===== src/rtl/wpoc_pkg.sv =====
// Package for the wildcard pattern occurrence counter.
// Holds sizes, register codes, the cell control type and the per-cell pattern select.
// No dependencies.
package wpoc_pkg;

  localparam int MAX_PATTERN_LEN = 8;
  localparam int LEN_W = 4;
  localparam int POS_W = (MAX_PATTERN_LEN > 1) ? $clog2(MAX_PATTERN_LEN) : 1;
  localparam int SYM_W = 8;
  localparam int CNT_W = 32;
  localparam int CFG_IDX_W = 3;
  localparam int CFG_DATA_W = 64;

  localparam logic [SYM_W-1:0] WILDCARD_CHAR = 8'h2E;
  localparam logic [LEN_W-1:0] MAX_LEN_VAL = LEN_W'(MAX_PATTERN_LEN);

  typedef enum logic [CFG_IDX_W-1:0] {
    REG_PATTERN_CHARS  = 3'd0,
    REG_WILDCARD_MASK  = 3'd1,
    REG_PATTERN_LENGTH = 3'd2,
    REG_THRESHOLD      = 3'd3,
    REG_THRESHOLD_MODE = 3'd4
  } wpoc_reg_t;

  // What one window cell compares against.
  typedef struct packed {
    logic             active;
    logic             wild;
    logic [SYM_W-1:0] ref_byte;
  } wpoc_cell_ctl_t;

  // One window test handed to the counter.
  typedef struct packed {
    logic fire;
    logic hit;
    logic last;
  } wpoc_step_t;

  // Cell i holds the character i places before the newest; it meets
  // pattern position eff_len-1-i.
  function automatic wpoc_cell_ctl_t cell_ctl(
    input int                                 idx,
    input logic [SYM_W*MAX_PATTERN_LEN-1:0]   chars,
    input logic [MAX_PATTERN_LEN-1:0]         mask,
    input logic [LEN_W-1:0]                   eff_len
  );
    wpoc_cell_ctl_t   ctl;
    logic [LEN_W-1:0] span;
    logic [POS_W-1:0] pos;
    span = eff_len - LEN_W'(idx) - LEN_W'(1);
    pos = span[POS_W-1:0];
    ctl.active = (eff_len > LEN_W'(idx));
    ctl.ref_byte = chars[SYM_W*pos +: SYM_W];
    ctl.wild = mask[pos] || (ctl.ref_byte == WILDCARD_CHAR);
    return ctl;
  endfunction

endpackage


===== src/rtl/wpoc_cell.sv =====
// One window cell: holds a character, passes it on, compares it with its pattern byte.
// Depends on wpoc_pkg.
module wpoc_cell (
  input  logic                   clk,
  input  logic                   shift,
  input  logic [7:0]             char_in,
  input  wpoc_pkg::wpoc_cell_ctl_t ctl,
  output logic [7:0]             char_out,
  output logic                   hit
);
  import wpoc_pkg::*;

  logic [SYM_W-1:0] char_q;

  always_ff @(posedge clk) begin
    if (shift) begin
      char_q <= char_in;
    end
  end

  assign char_out = char_q;
  // An inactive cell lies outside the pattern and never blocks a match.
  assign hit = !ctl.active || ctl.wild || (ctl.ref_byte == char_q);

endmodule


===== src/rtl/wpoc_counter.sv =====
// Running match count, threshold cap and the result output register.
// Depends on wpoc_pkg.
module wpoc_counter (
  input  logic                 clk,
  input  logic                 rst,
  input  wpoc_pkg::wpoc_step_t step,
  input  logic [31:0]          threshold,
  input  logic                 threshold_mode,
  output logic                 take,
  output logic                 out_valid,
  input  logic                 out_stall,
  output logic [31:0]          occurrence_count,
  output logic                 threshold_reached
);
  import wpoc_pkg::*;

  logic [CNT_W-1:0] match_count;
  logic [CNT_W-1:0] count_next;
  logic [CNT_W-1:0] cap;
  logic             inc;

  assign cap = (threshold == '0) ? CNT_W'(1) : threshold;
  assign inc = step.hit && (threshold_mode ? (match_count < cap) : (match_count != '1));
  assign count_next = match_count + CNT_W'(inc);
  // A last-of-set test needs the output slot.
  assign take = !step.last || !out_valid || !out_stall;

  always_ff @(posedge clk) begin
    if (rst) begin
      match_count <= '0;
      out_valid <= 1'b0;
    end else begin
      if (step.fire && step.last) begin
        out_valid <= 1'b1;
      end else if (out_valid && !out_stall) begin
        out_valid <= 1'b0;
      end
      if (step.fire) begin
        if (step.last) begin
          match_count <= '0;
        end else begin
          match_count <= count_next;
        end
      end
    end
  end

  always_ff @(posedge clk) begin
    if (step.fire && step.last) begin
      occurrence_count <= count_next;
      threshold_reached <= (count_next >= threshold);
    end
  end

`ifndef SYNTHESIS
  a_result_loaded: assert property (@(posedge clk) disable iff (rst)
    step.fire && step.last |=> out_valid && (match_count == '0))
    else $error("result not loaded or count not cleared at end of set");
  a_reached_flag: assert property (@(posedge clk) disable iff (rst)
    out_valid |-> threshold_reached == (occurrence_count >= threshold))
    else $error("threshold flag disagrees with count");
  a_no_overwrite: assert property (@(posedge clk) disable iff (rst)
    out_valid && out_stall |-> !(step.fire && step.last))
    else $error("waiting result overwritten");
`endif

endmodule


===== src/rtl/wildcard_pattern_occurrence_counter.sv =====
// Top level of the wildcard pattern occurrence counter.
// Depends on wpoc_pkg, wpoc_cell and wpoc_counter.
// Characters enter a row of window cells, newest in cell 0; the counter keeps the tally.
//
// The block takes one character per clock while in_stall is low and keeps
// doing so indefinitely. Each accepted transaction shifts the row of eight
// window cells by one; in the following cycle every cell compares its
// character with the pattern byte that lines up with it, and the per-cell
// hits are ANDed and handed to the match counter, so the parallel compare
// and count update set the rate. A result transaction is loaded into the
// output register when the window stage holding the character marked
// end_of_set passes it on to the counter. The output register and the window
// stage together act as a skid: input stalls only when an end-of-set character
// sits in the window stage while the previous result is still held by a
// stalled output. Configuration writes are always ready and must only be
// issued while the block is idle; unused register indices are ignored.
module wildcard_pattern_occurrence_counter (
  input  logic                               clk,
  input  logic                               rst,
  // configuration
  input  logic                               cfg_valid,
  output logic                               cfg_ready,
  input  logic [wpoc_pkg::CFG_IDX_W-1:0]     cfg_index,
  input  logic [wpoc_pkg::CFG_DATA_W-1:0]    cfg_data,
  // character stream
  input  logic                               in_valid,
  output logic                               in_stall,
  input  logic [7:0]                         symbol,
  input  logic                               end_of_sequence,
  input  logic                               end_of_set,
  // results
  output logic                               out_valid,
  input  logic                               out_stall,
  output logic [31:0]                        occurrence_count,
  output logic                               threshold_reached
);
  import wpoc_pkg::*;

  // Configuration registers.
  logic [SYM_W*MAX_PATTERN_LEN-1:0] pattern_chars;
  logic [MAX_PATTERN_LEN-1:0]       wildcard_mask;
  logic [LEN_W-1:0]                 pattern_length;
  logic [CNT_W-1:0]                 threshold;
  logic                             threshold_mode;

  // Sequence position and the window stage control.
  logic [LEN_W-1:0] seq_cnt;
  logic [LEN_W-1:0] seq_cnt_inc;
  logic [LEN_W-1:0] s1_cnt;
  logic             s1_valid;
  logic             s1_last;

  logic             accept;
  logic             take;
  logic             advance;
  logic [LEN_W-1:0] eff_len;
  wpoc_step_t       step;

  logic [SYM_W-1:0]           chain [MAX_PATTERN_LEN+1];
  logic [MAX_PATTERN_LEN-1:0] cell_hit;

  assign cfg_ready = 1'b1;

  always_ff @(posedge clk) begin
    if (rst) begin
      pattern_chars <= '0;
      wildcard_mask <= '0;
      pattern_length <= LEN_W'(1);
      threshold <= CNT_W'(1);
      threshold_mode <= 1'b1;
    end else if (cfg_valid && cfg_ready) begin
      case (cfg_index)
        REG_PATTERN_CHARS:  pattern_chars <= cfg_data[SYM_W*MAX_PATTERN_LEN-1:0];
        REG_WILDCARD_MASK:  wildcard_mask <= cfg_data[MAX_PATTERN_LEN-1:0];
        REG_PATTERN_LENGTH: pattern_length <= cfg_data[LEN_W-1:0];
        REG_THRESHOLD:      threshold <= cfg_data[CNT_W-1:0];
        REG_THRESHOLD_MODE: threshold_mode <= cfg_data[0];
        default: ;
      endcase
    end
  end

  // Clamp over-long patterns to the window depth.
  assign eff_len = (pattern_length > MAX_LEN_VAL) ? MAX_LEN_VAL : pattern_length;

  // Hold the window stage while its end-of-set test cannot reach the output.
  assign advance  = s1_valid && take;
  assign in_stall = s1_valid && !take;
  assign accept   = in_valid && !in_stall;

  assign seq_cnt_inc = (seq_cnt < MAX_LEN_VAL) ? seq_cnt + LEN_W'(1) : seq_cnt;

  always_ff @(posedge clk) begin
    if (rst) begin
      seq_cnt <= '0;
      s1_valid <= 1'b0;
    end else begin
      if (accept) begin
        // Drop back to the start of a sequence at either boundary.
        seq_cnt <= (end_of_sequence || end_of_set) ? '0 : seq_cnt_inc;
        s1_valid <= 1'b1;
      end else if (advance) begin
        s1_valid <= 1'b0;
      end
    end
  end

  always_ff @(posedge clk) begin
    if (accept) begin
      s1_cnt <= seq_cnt_inc;
      s1_last <= end_of_set;
    end
  end

  // Window cells: cell 0 takes the new symbol, each cell feeds the next.
  assign chain[0] = symbol;

  for (genvar i = 0; i < MAX_PATTERN_LEN; i++) begin : g_cell
    wpoc_cell u_cell (
      .clk      (clk),
      .shift    (accept),
      .char_in  (chain[i]),
      .ctl      (cell_ctl(i, pattern_chars, wildcard_mask, eff_len)),
      .char_out (chain[i+1]),
      .hit      (cell_hit[i])
    );
  end

  // A window counts only once the sequence holds a full pattern's worth.
  assign step.fire = advance;
  assign step.last = s1_last;
  assign step.hit  = (eff_len != '0) && (s1_cnt >= eff_len) && (&cell_hit);

  wpoc_counter u_counter (
    .clk               (clk),
    .rst               (rst),
    .step              (step),
    .threshold         (threshold),
    .threshold_mode    (threshold_mode),
    .take              (take),
    .out_valid         (out_valid),
    .out_stall         (out_stall),
    .occurrence_count  (occurrence_count),
    .threshold_reached (threshold_reached)
  );

`ifndef SYNTHESIS
  a_stall_cause: assert property (@(posedge clk) disable iff (rst)
    in_stall |-> s1_valid && s1_last && out_valid)
    else $error("input stalled without a blocked end of set");
  a_seq_bound: assert property (@(posedge clk) disable iff (rst)
    seq_cnt <= MAX_LEN_VAL)
    else $error("sequence position beyond window depth");
  a_seq_restart: assert property (@(posedge clk) disable iff (rst)
    accept && (end_of_sequence || end_of_set) |=> seq_cnt == '0)
    else $error("sequence position not cleared at boundary");
`endif

endmodule

===== config.mk =====
export PLATFORM = sky130hd
export DESIGN_NAME = wildcard_pattern_occurrence_counter
export DESIGN_NICKNAME = d
export VERILOG_FILES = /design/src/rtl/wpoc_pkg.sv /design/src/rtl/wpoc_cell.sv /design/src/rtl/wpoc_counter.sv /design/src/rtl/wildcard_pattern_occurrence_counter.sv
export SDC_FILE = /design/constraint.sdc
export NUM_CORES = 1
export LEC_CHECK = 0
export ABC_AREA = 1
export BUFFER_PORTS_ARGS = -buffer_cell sky130_fd_sc_hd__buf_2
export CORE_UTILIZATION = 45
export CTS_CLUSTER_DIAMETER = 40
export CTS_CLUSTER_SIZE = 8
export DETAILED_ROUTE_END_ITERATION = 8
export PLACE_DENSITY_LB_ADDON = 0.1
export SLEW_MARGIN = 20
export SYNTH_ARGS = -nofsm -noshare
export SYNTH_HDL_FRONTEND = slang
export SYNTH_SLANG_ARGS = --single-unit

===== constraint.sdc =====
create_clock -name clk -period 10.04 [get_ports clk]
set_input_delay 1.506 -clock clk [delete_from_list [all_inputs] [get_ports clk]]
set_output_delay 1.506 -clock clk [all_outputs]
set_load 0.005 [all_outputs]

==> results.json, run 1 <==
{
  "status": "completed",
  "cts_buffers": 45,
  "start_util_pct": 46.05,
  "overflow": 0,
  "avgSynthCellArea_um2": 7.032,
  "place_congestion": 1.021,
  "postCtsSetupBuffers": 0,
  "grt_max_degree": 125,
  "postPlaceCellArea_um2": 15870,
  "end_kind": "flop",
  "drt_iter0_markers": 1504,
  "htreeDepth": 2,
  "fillCellCount": 3261,
  "synth_area_um2": 15100,
  "worstMarginPinSlew_ns": 1.108,
  "grt_use_total_pct": 30.93,
  "hold_start": "pattern_chars[22]",
  "core_um2": 32780,
  "drc": 0,
  "drive_gt1_share_pct": 9.536,
  "critPathMaxFanout": 32,
  "setup_viol": 0,
  "irDropWorstVdd_mv": 0.1449,
  "r2r_setup_slack_ns": 2.65,
  "reg2reg_from": "pattern_length[3]",
  "fin_area_um2": 17370,
  "hold-path-endpoint": "pattern_chars[22]",
  "dp_worst_setup_slack_ns": 2.750,
  "power_frac_clock_pct": 49.8,
  "routed_via_density": 5.444,
  "layout_min_cycle_time_ns": 7.394,
  "min_path_cells": 2,
  "drt-total-wl_um": 52100,
  "yosysSeqAreaShare_pct": 39.78,
  "slowest_stage": "ha_1",
  "final.setup.tns_ns": 0,
  "dieArea_um2": 34290,
  "rr_worst_depth": 39,
  "area_delta_synth_final_pct": 15.07,
  "final_nets": 2388,
  "sequentialPowerShare_pct": 36.7,
  "intPower_uw": 2217,
  "numClockSinks": 249,
  "period_share_pct": 73.64,
  "yosys_warnings": 0,
  "fmax_mhz": 135.2,
  "wl_per_cell_um": 19.23,
  "cellPowerDensity_nw_per_um2": 176.1,
  "power_switching_share_pct": 27.52,
  "vias": 14748,
  "slew_headroom_pct": 25.98,
  "grt_pass1_wl_um": 78990,
  "first_global_vias": 13477,
  "power_frac_comb_pct": 13.6,
  "total_leakage_power_uw": 0.007728,
  "portBuffers": 116,
  "fin_skew_ns": 0.02512,
  "drt_pass1_iterations": 6,
  "cpMostUsedCell": "nand2_1",
  "fp.dieH_um": 185.2,
  "syn-num-nets": 2303,
  "cp.arrival_ns": 7.71,
  "postCtsHoldBufs": 0,
  "synthCells": 2147,
  "critPathKind": "reg2reg",
  "drv_cap": 0,
  "slowest_delay_ns": 0.69,
  "clk_pin_slew_ns": 0.05,
  "clk_path_buf_depth": 3,
  "cts_tree": "done",
  "antenna_found_initial": 2,
  "setup_ws_ns": 2.646,
  "timing_hold_violations_final": 0,
  "hold_path_class": "reg2reg",
  "ant_nets": 0,
  "root_buffer": "clkbuf_16",
  "start_kind": "flop",
  "die-width_um": 185.2,
  "required_ns": 10.36,
  "ys_types": 43,
  "p_switching_uw": 841.7,
  "dp_hpwl_um": 39610,
  "ctsResizeCount": 0,
  "rsz0062_at_grt": "no",
  "io_pins": 118,
  "rr_endpoint": "u_counter.threshold_reached",
  "ys_ff_latch": 249,
  "clock_latency_ns": 0.57,
  "num_rows": 66,
  "drv_slew": 0
}
[kinds of logic after synthesis]
group	synth area share, %
buf+inv	8.744
simple gates	30.18
xor+xnor	1.682
mux	0.1326
fa+ha+maj	6.133
flops	39.78
compound gates	13.32
other cells	0.02484
[placed cells by master (no fill, tap or decap), drive strengths merged]
cell type	instances
nand2	717
inv	227
o21ai	199
nand3	178
a21oi	163
dfxtp	147
nor2	131
buf	125
edfxtp	102
ha	74
clkbuf	67
nand3b	29
xor2	20
nand4	16
xnor2	9
a211oi	9
nor3	9
clkinv	8
nor4	7
o211ai	7
bufinv	4
diode	2
o221a	2
mux2i	2
a31oi	2
o21a	2
clkinvlp	2
or3	1
a21boi	1
o2111ai	1
and2	1
or2	1
o221ai	1
conb	1
[power by group through the flow]
stage	combinational [µW]	clock, µW	sequential [µW]
after floorplan	279	0	1130
after global placement	405	0	1140
after detailed placement	406	0	1140
after CTS	408	1540	1120
after global routing	461	1590	1120
final	415	1520	1120
[metal layers]
layer  track usage (%)  vias up  part of all wire [%]
li1                  -     7241                     -
met1             45.91     6794                    47
met2             44.89      630                    41
met3             5.132       83                   8.2
met4             10.55        0                   3.1
met5                 0        -                     0
[Yosys cell counts (all sizes together)]
master / n / area share (%)
o221a: 2 / 0.15
nor4: 7 / 0.29
or3: 1 / 0.041
nand3: 178 / 5.9
edfxtp: 102 / 20
o21a: 2 / 0.099
or2: 1 / 0.041
a21boi: 1 / 0.050
dfxtp: 147 / 19
mux2i: 2 / 0.13
a21oi: 163 / 5.4
nand4: 16 / 0.66
nand2: 717 / 18
and2: 1 / 0.041
o21ai: 199 / 6.6
o211ai: 7 / 0.35
a211oi: 9 / 0.45
a31oi: 2 / 0.083
o221ai: 1 / 0.058
nor2: 131 / 3.5
conb: 1 / 0.025
xnor2: 9 / 0.52
xor2: 20 / 1.2
nor3: 9 / 0.33
clkbuf: 46 / 1.1
buf: 41 / 1.9
nand3b: 29 / 1.4
ha: 74 / 6.1
o2111ai: 1 / 0.058
clkinv: 4 / 0.099
inv: 224 / 5.6
[worst max path at each step]
stage | depth (start not counted) | slack, ns | startpoint | endpoint
2_1_floorplan | 6 | 4.46 | out_stall | seq_cnt[3]
3_3_place_gp | 37 | 2.96 | pattern_length[3] | u_counter.threshold_reached
3_5_place_dp | 39 | 2.75 | pattern_length[3] | u_counter.threshold_reached
4_1_cts | 37 | 2.74 | pattern_length[3] | u_counter.threshold_reached
5_1_grt | 39 | 1.98 | pattern_length[3] | u_counter.threshold_reached
6_report | 39 | 2.65 | pattern_length[3] | u_counter.threshold_reached
[worst max-delay path: cells and delay by family, from the launching register on]
family | cells | cell delay, ns
xor+xnor | 1 | 0.16
flops | 1 | 0.64
compound gates | 3 | 0.60
buf+inv | 5 | 1.11
fa+ha+maj | 3 | 1.17
simple gates | 27 | 3.45
[cell type report]
type                            count  area [µm²]  share of cell area (%)
Multi-Input combinational cell   1583        7799                   44.89
Clock buffer                       67        1321                   7.606
Timing Repair Buffer              125       648.1                   3.731
Sequential cell                   249        6006                   34.57
Inverter                          228       860.8                   4.955
Tap cell                          442       553.0                   3.184
Clock inverter                     13       178.9                   1.030
Antenna cell                        2       5.005                 0.02881
[flip-flops by register name (all words and copies together) (netlist names), 4 cells and up]
signal,count
pattern_length,4
wildcard_mask,8
pattern_chars,64
threshold,32
seq_cnt,4
u_counter.occurrence_count,32
g_cell.u_cell.char_out,64
s1_cnt,4
u_counter.match_count,32
[metrics by stage]
stage                     std cells  power, µW  utilization [%]  hold WS, ns
after floorplan                2147       1405                -       0.4390
after global placement         2627       1544            48.40       0.4549
after detailed placement       2627       1545            48.40       0.4576
after CTS                      2707       3070            52.97       0.4648
after global routing           2708       3169            52.98       0.4861
final                          2709       3059            52.99       0.4649
Note: power is estimated with default switching activity, not from simulation.
==> inputs of run 2 (changes only) <==
--- a/config.mk
+++ b/config.mk
@@ -5,7 +5,7 @@
 export SDC_FILE = /design/constraint.sdc
 export NUM_CORES = 1
 export LEC_CHECK = 0
-export ABC_AREA = 1
+export ABC_AREA = 0
 export BUFFER_PORTS_ARGS = -buffer_cell sky130_fd_sc_hd__buf_2
 export CORE_UTILIZATION = 45
 export CTS_CLUSTER_DIAMETER = 40
==> constraint.sdc (replaced) <==
create_clock -name clk -period 7.3 [get_ports clk]
set_input_delay 1.095 -clock clk [delete_from_list [all_inputs] [get_ports clk]]
set_output_delay 1.095 -clock clk [all_outputs]
set_load 0.005 [all_outputs]
==> results.json, run 2 <==
{
  "most-common-layout-cells": "nand2_1 (248), a21oi_1 (148), dfxtp_1 (145), buf_2 (115), edfxtp_1 (102)",
  "start_util_pct": 45.84,
  "seqCellArea_um2": 6011,
  "rsz0062_at_grt": "no",
  "cts_buffers": 44,
  "multi_input_comb_area_um2": 8698,
  "yosysMostFrequentCell": "nand2_1",
  "io_pins": 118,
  "slew_headroom_pct": 23.28,
  "setup_ws_ns": 0.3794,
  "final_nets": 1958,
  "postCtsHoldBufs": 0,
  "vias": 13533,
  "power_switching_share_pct": 25.36,
  "num_rows": 67,
  "final.setup.tns_ns": 0,
  "fillCellCount": 3124,
  "hold_path_class": "reg2reg",
  "period_share_pct": 94.80,
  "layout_min_cycle_time_ns": 6.921,
  "setup_viol": 0,
  "cp.arrival_ns": 7.24,
  "drt_pass1_iterations": 7,
  "wl_per_cell_um": 23.73,
  "first_global_vias": 12677,
  "ant_nets": 0,
  "clk_path_buf_depth": 3,
  "yosys-top-cells-count": "nand2_1 (249), a21oi_1 (148), dfxtp_1 (147)",
  "cellPowerDensity_nw_per_um2": 213.4,
  "drv_slew": 0,
  "place_congestion": 1.038,
  "root_buffer": "clkbuf_16",
  "drc": 0,
  "timing_hold_violations_final": 0,
  "total_leakage_power_uw": 0.007237,
  "area_delta_synth_final_pct": 18.93,
  "dp_hpwl_um": 40800,
  "async_flop_share_pct": 0,
  "slowest_delay_ns": 0.73,
  "intPower_uw": 2919,
  "ys_ff_latch": 249,
  "end_kind": "flop",
  "fin_skew_ns": 0.03382,
  "status": "completed",
  "portBuffers": 116,
  "routed_via_density": 5.923,
  "clock_latency_ns": 0.58,
  "dieArea_um2": 34990,
  "drv_cap": 0,
  "required_ns": 7.62,
  "synth-edff-count": 102,
  "power_frac_comb_pct": 10.3,
  "fp.dieH_um": 187.1,
  "avgSynthCellArea_um2": 9.334,
  "cts_tree": "done",
  "yosys_warnings": 0,
  "yosysSeqAreaShare_pct": 38.97,
  "layout.cells.most_common": "nand2_1",
  "drt_iter0_markers": 1149,
  "clk_pin_slew_ns": 0.05,
  "critPathKind": "reg2reg",
  "numClockSinks": 249,
  "irDropWorstVdd_mv": 0.1925,
  "slowest_stage": "mux2i_1",
  "core_um2": 33620,
  "synth_area_um2": 15410,
  "p_switching_uw": 992.2,
  "ys_types": 84,
  "start_kind": "flop",
  "dp_worst_setup_slack_ns": 0.2488,
  "yosys.area.top_type": "edfxtp_1",
  "worstMarginPinSlew_ns": 1.140,
  "synthCells": 1651,
  "drive_gt1_share_pct": 18.94,
  "syn-num-nets": 1807,
  "drt-total-wl_um": 54220,
  "die-width_um": 187.1,
  "synth_top_area_share_pct": 19.88,
  "critPathMaxFanout": 51,
  "grt_max_degree": 95,
  "grt_pass1_wl_um": 80300,
  "power_frac_clock_pct": 50.3,
  "overflow": 0,
  "yosys-top-cells-area": "edfxtp_1 (20%), dfxtp_1 (19%), mux2i_1 (6.3%)",
  "grt_use_total_pct": 30.63,
  "fmax_mhz": 144.5,
  "sequentialPowerShare_pct": 39.4,
  "htreeDepth": 2,
  "antenna_found_initial": 0,
  "ys.flop_type": "dfxtp_1",
  "n_antenna_cell": 0
}
## run 2: cell count changes after synthesis, sizes merged, moves of 15 or more
| cell | previous run | this run |
|---|---|---|
| nand2 | 717 | 249 |
| a21oi | 163 | 148 |
| nand3 | 178 | 40 |
| inv | 224 | 81 |
| o21ai | 199 | 32 |
| mux2i | 2 | 97 |
| xnor2 | 9 | 53 |
| a21o | 0 | 34 |
| o221ai | 1 | 19 |
| a22oi | 0 | 20 |
| xor2 | 20 | 44 |
| nor2 | 131 | 103 |
| nand3b | 29 | 9 |
| mux4 | 0 | 35 |
## run 2: cell type report
| cell class | instances | share of cell area, % |
|---|---|---|
| inverters | 81 | 1.802 |
| flip-flops and latches | 249 | 32.80 |
| clock buffers | 70 | 7.155 |
| well taps | 448 | 3.059 |
| clock inverters | 11 | 0.6896 |
| repair buffers | 200 | 7.032 |
| multi-input cells | 1226 | 47.46 |
## run 2: kinds of logic (layout without fill, tap and decap cells)
logic type,after synthesis,count (layout),share of synthesized area [%]
XOR/XNOR,97,97,5.513
buffers and inverters,176,362,4.985
AND/OR/NAND/NOR,544,544,16.46
AO/OA/AOI/OAI,368,368,15.89
flip-flops,249,249,38.97
adder cells (fa/ha/maj),74,74,6.008
other,1,1,0.02434
multiplexers,142,142,12.15
## run 2: routing by layer
| layer | global-route usage, % | part of all wire, % |
|---|---|---|
| met1 | 44.97 | 46 |
| met2 | 42.25 | 40 |
| met3 | 9.062 | 10 |
| met4 | 10.62 | 2.7 |
| met5 | 0 | 0 |
## run 2: worst max-delay path, delay by kind of cell (launching register included)
family	cells	cell delay, ns
buf+inv	4	0.75
mux	2	1.17
xor+xnor	2	0.31
flops	1	0.40
compound gates	5	0.95
simple gates	14	2.36
fa+ha+maj	3	0.68
## run 2: power groups by stage
| stage | logic, µW | registers, µW | clock network [µW] |
|---|---|---|---|
| 6_report | 401 | 1540 | 1970 |
| 5_1_grt | 429 | 1540 | 2070 |
| 4_1_cts | 388 | 1540 | 2000 |
| 3_5_place_dp | 386 | 1570 | 0 |
| 3_3_place_gp | 386 | 1570 | 0 |
| 2_1_floorplan | 252 | 1540 | 0 |
## run 2: per-stage QoR
stage / instances / utilization [%] / total power, µW / hold slack, ns / area (µm²)
after floorplan: 1651 / - / 1794 / 0.4323 / 15410
after global placement: 2201 / 49.83 / 1952 / 0.4589 / 16750
after detailed placement: 2201 / 49.83 / 1953 / 0.4604 / 16750
after CTS: 2282 / 54.11 / 3933 / 0.4742 / 18190
after global routing: 2285 / 54.52 / 4042 / 0.4823 / 18330
final: 2285 / 54.52 / 3912 / 0.4752 / 18330
## run 2: final timing paths
path / startpoint / endpoint / slack (ns) / depth (start not counted)
setup / recovery: pattern_length[0] / u_counter.threshold_reached / 0.38 / 30
hold / removal: g_cell[2].u_cell.char_out[7] / g_cell[3].u_cell.char_out[7] / 0.48 / 0
setup reg to reg: pattern_length[0] / u_counter.threshold_reached / 0.38 / 30
hold reg to reg: g_cell[2].u_cell.char_out[7] / g_cell[3].u_cell.char_out[7] / 0.48 / 0
## run 2: what timing repair did
item | 4_1_cts | 5_1_grt
setup endpoints to repair | 0 | 1
gates resized for setup | 0 | 15
buffers inserted | 0 | 1
